===== config.mk =====
export PLATFORM = sky130hd
export DESIGN_NAME = cms_ctrl
export DESIGN_NICKNAME = d
export VERILOG_FILES = /design/src/design/cms_pkg.sv /design/src/design/cms_ctrl.sv
export SDC_FILE = /design/constraint.sdc
export NUM_CORES = 1
export LEC_CHECK = 0
export ABC_AREA = 1
export BUFFER_PORTS_ARGS = -buffer_cell sky130_fd_sc_hd__buf_2
export CORE_MARGIN = 5
export CORE_UTILIZATION = 50
export CTS_CLUSTER_SIZE = 12
export DETAILED_ROUTE_END_ITERATION = 12
export GPL_TIMING_DRIVEN = 0
export PLACE_DENSITY = 0.76
export RECOVER_POWER = 50
export SYNTH_ARGS = -nofsm -noshare
export SYNTH_HDL_FRONTEND = slang
export SYNTH_SLANG_ARGS = --single-unit

===== constraint.sdc =====
create_clock -name clk -period 1.8 [get_ports clk]
set_clock_uncertainty 0.05 [all_clocks]
set_input_delay 0.18 -clock clk [delete_from_list [all_inputs] [get_ports clk]]
set_output_delay 0.18 -clock clk [all_outputs]
set_load 0.01 [all_outputs]

===== src/design/cms_pkg.sv =====
package cms_pkg;

  localparam int LIMB = 32;
  localparam int SKEW_MIN_N = 5;
  localparam int SKEW_POWER = 3;
  localparam int KURT_POWER = 4;
  localparam logic [31:0] POS_MAX = 32'h7fff_ffff;
  localparam logic [31:0] NEG_MAG = 32'h8000_0000;
  localparam logic [31:0] KURT_BIAS = 32'd196608;
  localparam logic [31:0] KURT_LIM = 32'h8002_ffff;

  localparam logic CFG_USE_GIVEN = 1'b0;
  localparam logic CFG_GIVEN_MEAN = 1'b1;

  typedef struct packed {
    logic signed [31:0] sample;
    logic               last;
  } in_t;

  typedef struct packed {
    logic signed [31:0] mean_value;
    logic [31:0]        std_dev;
    logic signed [31:0] skewness;
    logic signed [31:0] kurtosis;
    logic [10:0]        sample_total;
    logic               zero_variance;
    logic               samples_dropped;
    logic               saturated;
  } out_t;

  typedef enum logic [4:0] {
    DP_NOP,
    DP_LOAD,
    DP_MEAN_GIVEN,
    DP_MEAN_START,
    DP_MEAN_TAKE,
    DP_RD,
    DP_DEV,
    DP_ACC2,
    DP_ACC3,
    DP_ACC4,
    DP_VAR_START,
    DP_SQRT_START,
    DP_NUM_SK,
    DP_NUM_TAKE_SK,
    DP_NUM_TAKE_K,
    DP_DEN_S,
    DP_DIV_START,
    DP_SKEW_SET,
    DP_KURT_SET,
    DP_EMIT
  } dp_op_t;

  typedef struct packed {
    dp_op_t op;
  } cmd_t;

  typedef struct packed {
    logic use_given;
    logic mul_done;
    logic div_done;
    logic sqrt_done;
    logic pass_done;
    logic s_zero;
  } stat_t;

endpackage


===== src/design/cms_ctrl.sv =====
module cms_ctrl (
  input  logic           clk,
  input  logic           rst,
  input  logic           start,
  input  logic           last,
  input  cms_pkg::stat_t stat,
  output cms_pkg::cmd_t  cmd,
  output logic           busy
);
  import cms_pkg::*;

  typedef enum logic [13:0] {
    S_IDLE = 14'b00000000000001,
    S_PRE  = 14'b00000000000010,
    S_MEAN = 14'b00000000000100,
    S_RD   = 14'b00000000001000,
    S_DEV  = 14'b00000000010000,
    S_M2   = 14'b00000000100000,
    S_M3   = 14'b00000001000000,
    S_M4   = 14'b00000010000000,
    S_VAR  = 14'b00000100000000,
    S_SQRT = 14'b00001000000000,
    S_NUM  = 14'b00010000000000,
    S_DEN  = 14'b00100000000000,
    S_DIV  = 14'b01000000000000,
    S_EMIT = 14'b10000000000000
  } state_t;

  state_t     state, state_next;
  logic [2:0] k, k_next;
  logic       kph, kph_next;

  assign busy = state != S_IDLE;

  always_comb begin
    state_next = state;
    k_next     = k;
    kph_next   = kph;
    cmd.op     = DP_NOP;
    case (state)
      S_IDLE: begin
        if (start) begin
          cmd.op = DP_LOAD;
          if (last) state_next = S_PRE;
        end
      end
      S_PRE: begin
        if (stat.use_given) begin
          cmd.op     = DP_MEAN_GIVEN;
          state_next = S_RD;
        end else begin
          cmd.op     = DP_MEAN_START;
          state_next = S_MEAN;
        end
      end
      S_MEAN: begin
        if (stat.div_done) begin
          cmd.op     = DP_MEAN_TAKE;
          state_next = S_RD;
        end
      end
      S_RD: begin
        if (stat.pass_done) begin
          cmd.op     = DP_VAR_START;
          state_next = S_VAR;
        end else begin
          cmd.op     = DP_RD;
          state_next = S_DEV;
        end
      end
      S_DEV: begin
        cmd.op     = DP_DEV;
        state_next = S_M2;
      end
      S_M2: begin
        if (stat.mul_done) begin
          cmd.op     = DP_ACC2;
          state_next = S_M3;
        end
      end
      S_M3: begin
        if (stat.mul_done) begin
          cmd.op     = DP_ACC3;
          state_next = S_M4;
        end
      end
      S_M4: begin
        if (stat.mul_done) begin
          cmd.op     = DP_ACC4;
          state_next = S_RD;
        end
      end
      S_VAR: begin
        if (stat.div_done) begin
          cmd.op     = DP_SQRT_START;
          state_next = S_SQRT;
        end
      end
      S_SQRT: begin
        if (stat.sqrt_done) begin
          if (stat.s_zero) begin
            state_next = S_EMIT;
          end else begin
            cmd.op     = DP_NUM_SK;
            kph_next   = 1'b0;
            state_next = S_NUM;
          end
        end
      end
      S_NUM: begin
        if (stat.mul_done) begin
          cmd.op     = kph ? DP_NUM_TAKE_K : DP_NUM_TAKE_SK;
          k_next     = kph ? 3'(KURT_POWER) : 3'(SKEW_POWER);
          state_next = S_DEN;
        end
      end
      S_DEN: begin
        if (stat.mul_done) begin
          if (k != 3'd0) begin
            cmd.op = DP_DEN_S;
            k_next = k - 3'd1;
          end else begin
            cmd.op     = DP_DIV_START;
            state_next = S_DIV;
          end
        end
      end
      S_DIV: begin
        if (stat.div_done) begin
          if (kph) begin
            cmd.op     = DP_KURT_SET;
            state_next = S_EMIT;
          end else begin
            cmd.op     = DP_SKEW_SET;
            kph_next   = 1'b1;
            state_next = S_NUM;
          end
        end
      end
      S_EMIT: begin
        cmd.op     = DP_EMIT;
        state_next = S_IDLE;
      end
      default: state_next = S_IDLE;
    endcase
  end

  always_ff @(posedge clk) begin
    if (rst) begin
      state <= S_IDLE;
      k     <= '0;
      kph   <= 1'b0;
    end else begin
      state <= state_next;
      k     <= k_next;
      kph   <= kph_next;
    end
  end

endmodule


# ---- Word level (Yosys, flattened, before mapping)
# Index checks and enable logic that the tools add are counted.
dict set report totals {
  register_bits 18
  in_bits 10
  output_inout_bits 6
}
dict set report op_classes {
  add_sub_neg 1
  n_eq_ne 29
  mux 43
  reduce_logical 6
}
# operator n
set op_table {}
lappend op_table {{14-bit two-way mux} 14}
lappend op_table {{14-bit one-hot mux with 13 select lines} 1}
lappend op_table {{5-bit one-hot mux with 14 select lines} 1}
lappend op_table {{4-bit two-way mux} 8}
lappend op_table {{2-bit != test (second input constant)} 14}
lappend op_table {{3-bit two-way mux} 6}
lappend op_table {{5-bit two-way mux} 3}
lappend op_table {{14-bit by 1-bit equality test with 1-bit output (second input constant)} 1}
lappend op_table {{14-bit by 10-bit equality test with 1-bit output (second input constant)} 1}
lappend op_table {{14-bit by 11-bit equality test with 1-bit output (second input constant)} 1}
lappend op_table {{14-bit by 12-bit equality test with 1-bit output (second input constant)} 1}
lappend op_table {{14-bit by 13-bit equality test with 1-bit output (second input constant)} 1}
lappend op_table {{14-bit equality test (second input constant)} 1}
lappend op_table {{14-bit by 2-bit equality test with 1-bit output (second input constant)} 1}
lappend op_table {{14-bit by 3-bit equality test with 1-bit output (second input constant)} 1}
lappend op_table {{14-bit by 4-bit equality test with 1-bit output (second input constant)} 1}
lappend op_table {{14-bit by 5-bit equality test with 1-bit output (second input constant)} 1}
lappend op_table {{14-bit by 6-bit equality test with 1-bit output (second input constant)} 1}
lappend op_table {{14-bit by 7-bit equality test with 1-bit output (second input constant)} 1}
lappend op_table {{14-bit by 8-bit equality test with 1-bit output (second input constant)} 1}
lappend op_table {{14-bit by 9-bit equality test with 1-bit output (second input constant)} 1}
lappend op_table {{14-bit by 1-bit != test with 1-bit output (second input constant)} 1}
lappend op_table {{12-bit AND reduction} 1}
lappend op_table {{9-bit two-way mux} 1}
lappend op_table {{8 further kinds} 15}

# ---- Logic depth before layout (Yosys ltp)
dict set report logic_depth {
  depth_word 4
  mapped_depth 12
  ltp_nobuf 11
}

# ---- Worst setup path after synthesis
# No wires, ideal clock.
dict set report synth_timing {
  kind {register to output}
  from {register state[6]}
  to {output cmd[4] (netlist bit)}
  arrival_ns 1.470
  setup_slack_ns 0.100
  path_stages_with_launch 7
  path_buffers 1
  path_cell_list {dfxtp_1 nor2_2 nand2_4 nor2_8 buf_8 nand2_2 o311ai_0}
}
# item line_no
set synth_lines {}
lappend synth_lines {{start, declared} cms_ctrl.sv:29} ;# state_t state, state_next;
lappend synth_lines {{start signal, assigned} cms_ctrl.sv:154} ;# state <= state_next;
lappend synth_lines {{end, declared} cms_ctrl.sv:7} ;# output cms_pkg::cmd_t cmd,

==> flow_metrics.env <==
export IMPL_viasPerCell=5.860
export IMPL_setup_viol=19
export IMPL_cts_root_buf="clkbuf_4"
export IMPL_routed_via_count=1805
export IMPL_yosys_top_cells_area="dfxtp_1 (26%), nand2_1 (14%), nor2_1 (11%)"
export IMPL_worstMarginPinSlew_ps=567.4
export IMPL_worst_slack_ps=-237.5
export IMPL_first_pass_iters=8
export IMPL_syn_avg_cell_area_sq_um=6.080
export IMPL_irDropWorstVdd_mv=1.739
export IMPL_whs_path_depth=2
export IMPL_holdWs_ps=146.3
export IMPL_antenna_found_initial=0
export IMPL_arrival_ps=1810
export IMPL_regArea_sq_um=385.4
export IMPL_port_buffer_count=15
export IMPL_cts_tree="done"
export IMPL_r2r_cells=13
export IMPL_synth_seq_area_share=0.2599
export IMPL_async_reset_ff_frac=0
export IMPL_drt_iter0_markers=192
export IMPL_avgRoutedWirePerCell_um=17.73
export IMPL_drive_gt1_frac=0.4946
export IMPL_core_area_sq_um=2710
export IMPL_grt_pass1_vias=1520
export IMPL_criticalPathCategory="reg -> out"
export IMPL_finalCritPeriodShare=1.132
export IMPL_critPathLaunchType="flop"
export IMPL_io_pins=16
export IMPL_n_antenna_cell=0
export IMPL_yosys_warnings=0
export IMPL_grt_total_usage=0.2077
export IMPL_post_synth_top_count_cell="nand2_1"
export IMPL_gp_congestion=0.8546
export IMPL_hold_class="in -> reg"
export IMPL_cp_max_fo=7
export IMPL_clk_pin_slew_ps=110
export IMPL_synth_fp_nets=240
export IMPL_area_delta_synth_final_pct=54.33
export IMPL_dieArea_sq_um=3926
export IMPL_required_ps=1570
export IMPL_postCtsHoldBufs=0
export IMPL_yosysUniqueCellTypes=27
export IMPL_syn_area_sq_um=1386
export IMPL_cp_end_kind="primary output"
export IMPL_synth_edf_count=0
export IMPL_maxSlewHeadroom=0.6217
export IMPL_grt_max_degree=11
export IMPL_slew_viol_final=0
export IMPL_hpwl_um=2514
export IMPL_synth_top_area_share=0.2599
export IMPL_multi_input_area_sq_um=1144
export IMPL_power_leakage_nw=0.9946
export IMPL_drv_cap=0
export IMPL_dp_slack_ps=-79.50
export IMPL_start_util=0.5115
export IMPL_grt_overflow=0
export IMPL_clk_latency_ps=300
export IMPL_final_setup_tns_ps=-2288
export IMPL_hold_violations=0
export IMPL_drt_drc_violations_left=0
export IMPL_rows=19
export IMPL_clockBufferDepth=2
export IMPL_ant_nets=0
export IMPL_status="finished with violations"
export IMPL_grt_pass1_wl_um=6762
export IMPL_routed_wl_um=5462
export IMPL_yosys_most_used_dff="dfxtp_1"
export IMPL_die_h_um=62.66
export IMPL_p_per_area_nw_per_um2=1688
export IMPL_h_tree_depth=1
export IMPL_ys_top_cells_by_count="nand2_1 (53), nor2_1 (39), inv_1 (30)"
export IMPL_fmax_ghz=0.4908
export IMPL_clock_sinks=18
export IMPL_rsz0062_at_grt="yes"
export IMPL_synthCells=228
export IMPL_numCtsBuffers=3
export IMPL_period_needed_ps=2038
export IMPL_ys_seq_elements=18
export IMPL_yosysTopAreaCell="dfxtp_1"
export IMPL_die_w_um=62.66
export IMPL_fillers=175
export IMPL_violations="negative setup slack"
export IMPL_fin_nets=291
## layout make-up
cell class,instances,share of cell area
Clock buffer,3,0.01053
Multi-Input combinational cell,172,0.5345
Tap cell,31,0.01813
Sequential cell,18,0.1801
Timing Repair Buffer,46,0.1725
Inverter,33,0.05789
Buffer,5,0.02632
## metal layers
layer  GRT usage  wire length (um)
met4     0.06631               416
met2      0.3523              2701
met1      0.2536              1903
met5           0                 0
met3     0.05396               440
## power breakdown
part           internal, W  switching, W  total [W]
Clock            0.0000782      0.000130   0.000208
Combinational      0.00123       0.00158    0.00280
Sequential        0.000507     0.0000953   0.000602
## worst paths after layout
check | startpoint | to | slack, ps
hold reg to reg | k[1]$_SDFFE_PP0P_ | k[1]$_SDFFE_PP0P_ | 440
setup / recovery | state[7]$_SDFFE_PP0P_ | cmd[1] | -240
hold / removal | rst | state[3]$_SDFFE_PP0P_ | 150
setup reg to reg | state[8]$_SDFFE_PP0P_ | state[2]$_SDFFE_PP0P_ | -150
## cells by family after synthesis
| kind of cell | share of synthesized area |
|---|---|
| buf+inv | 0.1272 |
| simple gates | 0.4846 |
| flops | 0.2599 |
| compound gates | 0.1101 |
| fa+ha+maj | 0.01805 |
## critical path: stages (launching register included)
cell     delay [ps]
dfxtp_2         360
nor2_4          150
nand2_4         100
nor2_8          190
buf_8           170
nand2_2          90
o21ai_2         150
inv_1            80
nand4_1          90
buf_2           140
## flip-flops by register name (all words and copies together) (netlist names)
signal and flops:
k 3, kph 1, state 14
## layout by cell type (no fill, tap or decap), types with 6 or more instances in the layout
cell type,count
nand2_1,41
inv_1,27
nand2_2,13
dfxtp_1,6
buf_4,24
nor2_1,26
buf_2,13
nand3_1,12
dfxtp_2,8
nor2_4,14
a21oi_1,7
buf_6,9
nor2_2,9
## metrics by stage
stage	total power (W)	instances	util	area, sq um
final	0.003611	308	0.7895	2140
after global routing	0.003811	308	0.7895	2140
after CTS	0.002743	299	0.6902	1871
after detailed placement	0.002095	274	0.5536	1500
after global placement	0.002078	274	0.5536	1500
after floorplan	0.001771	228	-	1386
## timing repair
item,4_1_cts,5_1_grt
setup endpoints to repair,5,20
buffers inserted,22,8
gates cloned,0,2
hold endpoints to repair,0,0
gates resized for setup,46,56
pin swaps,15,25
(Power assumes the default switching activity.)
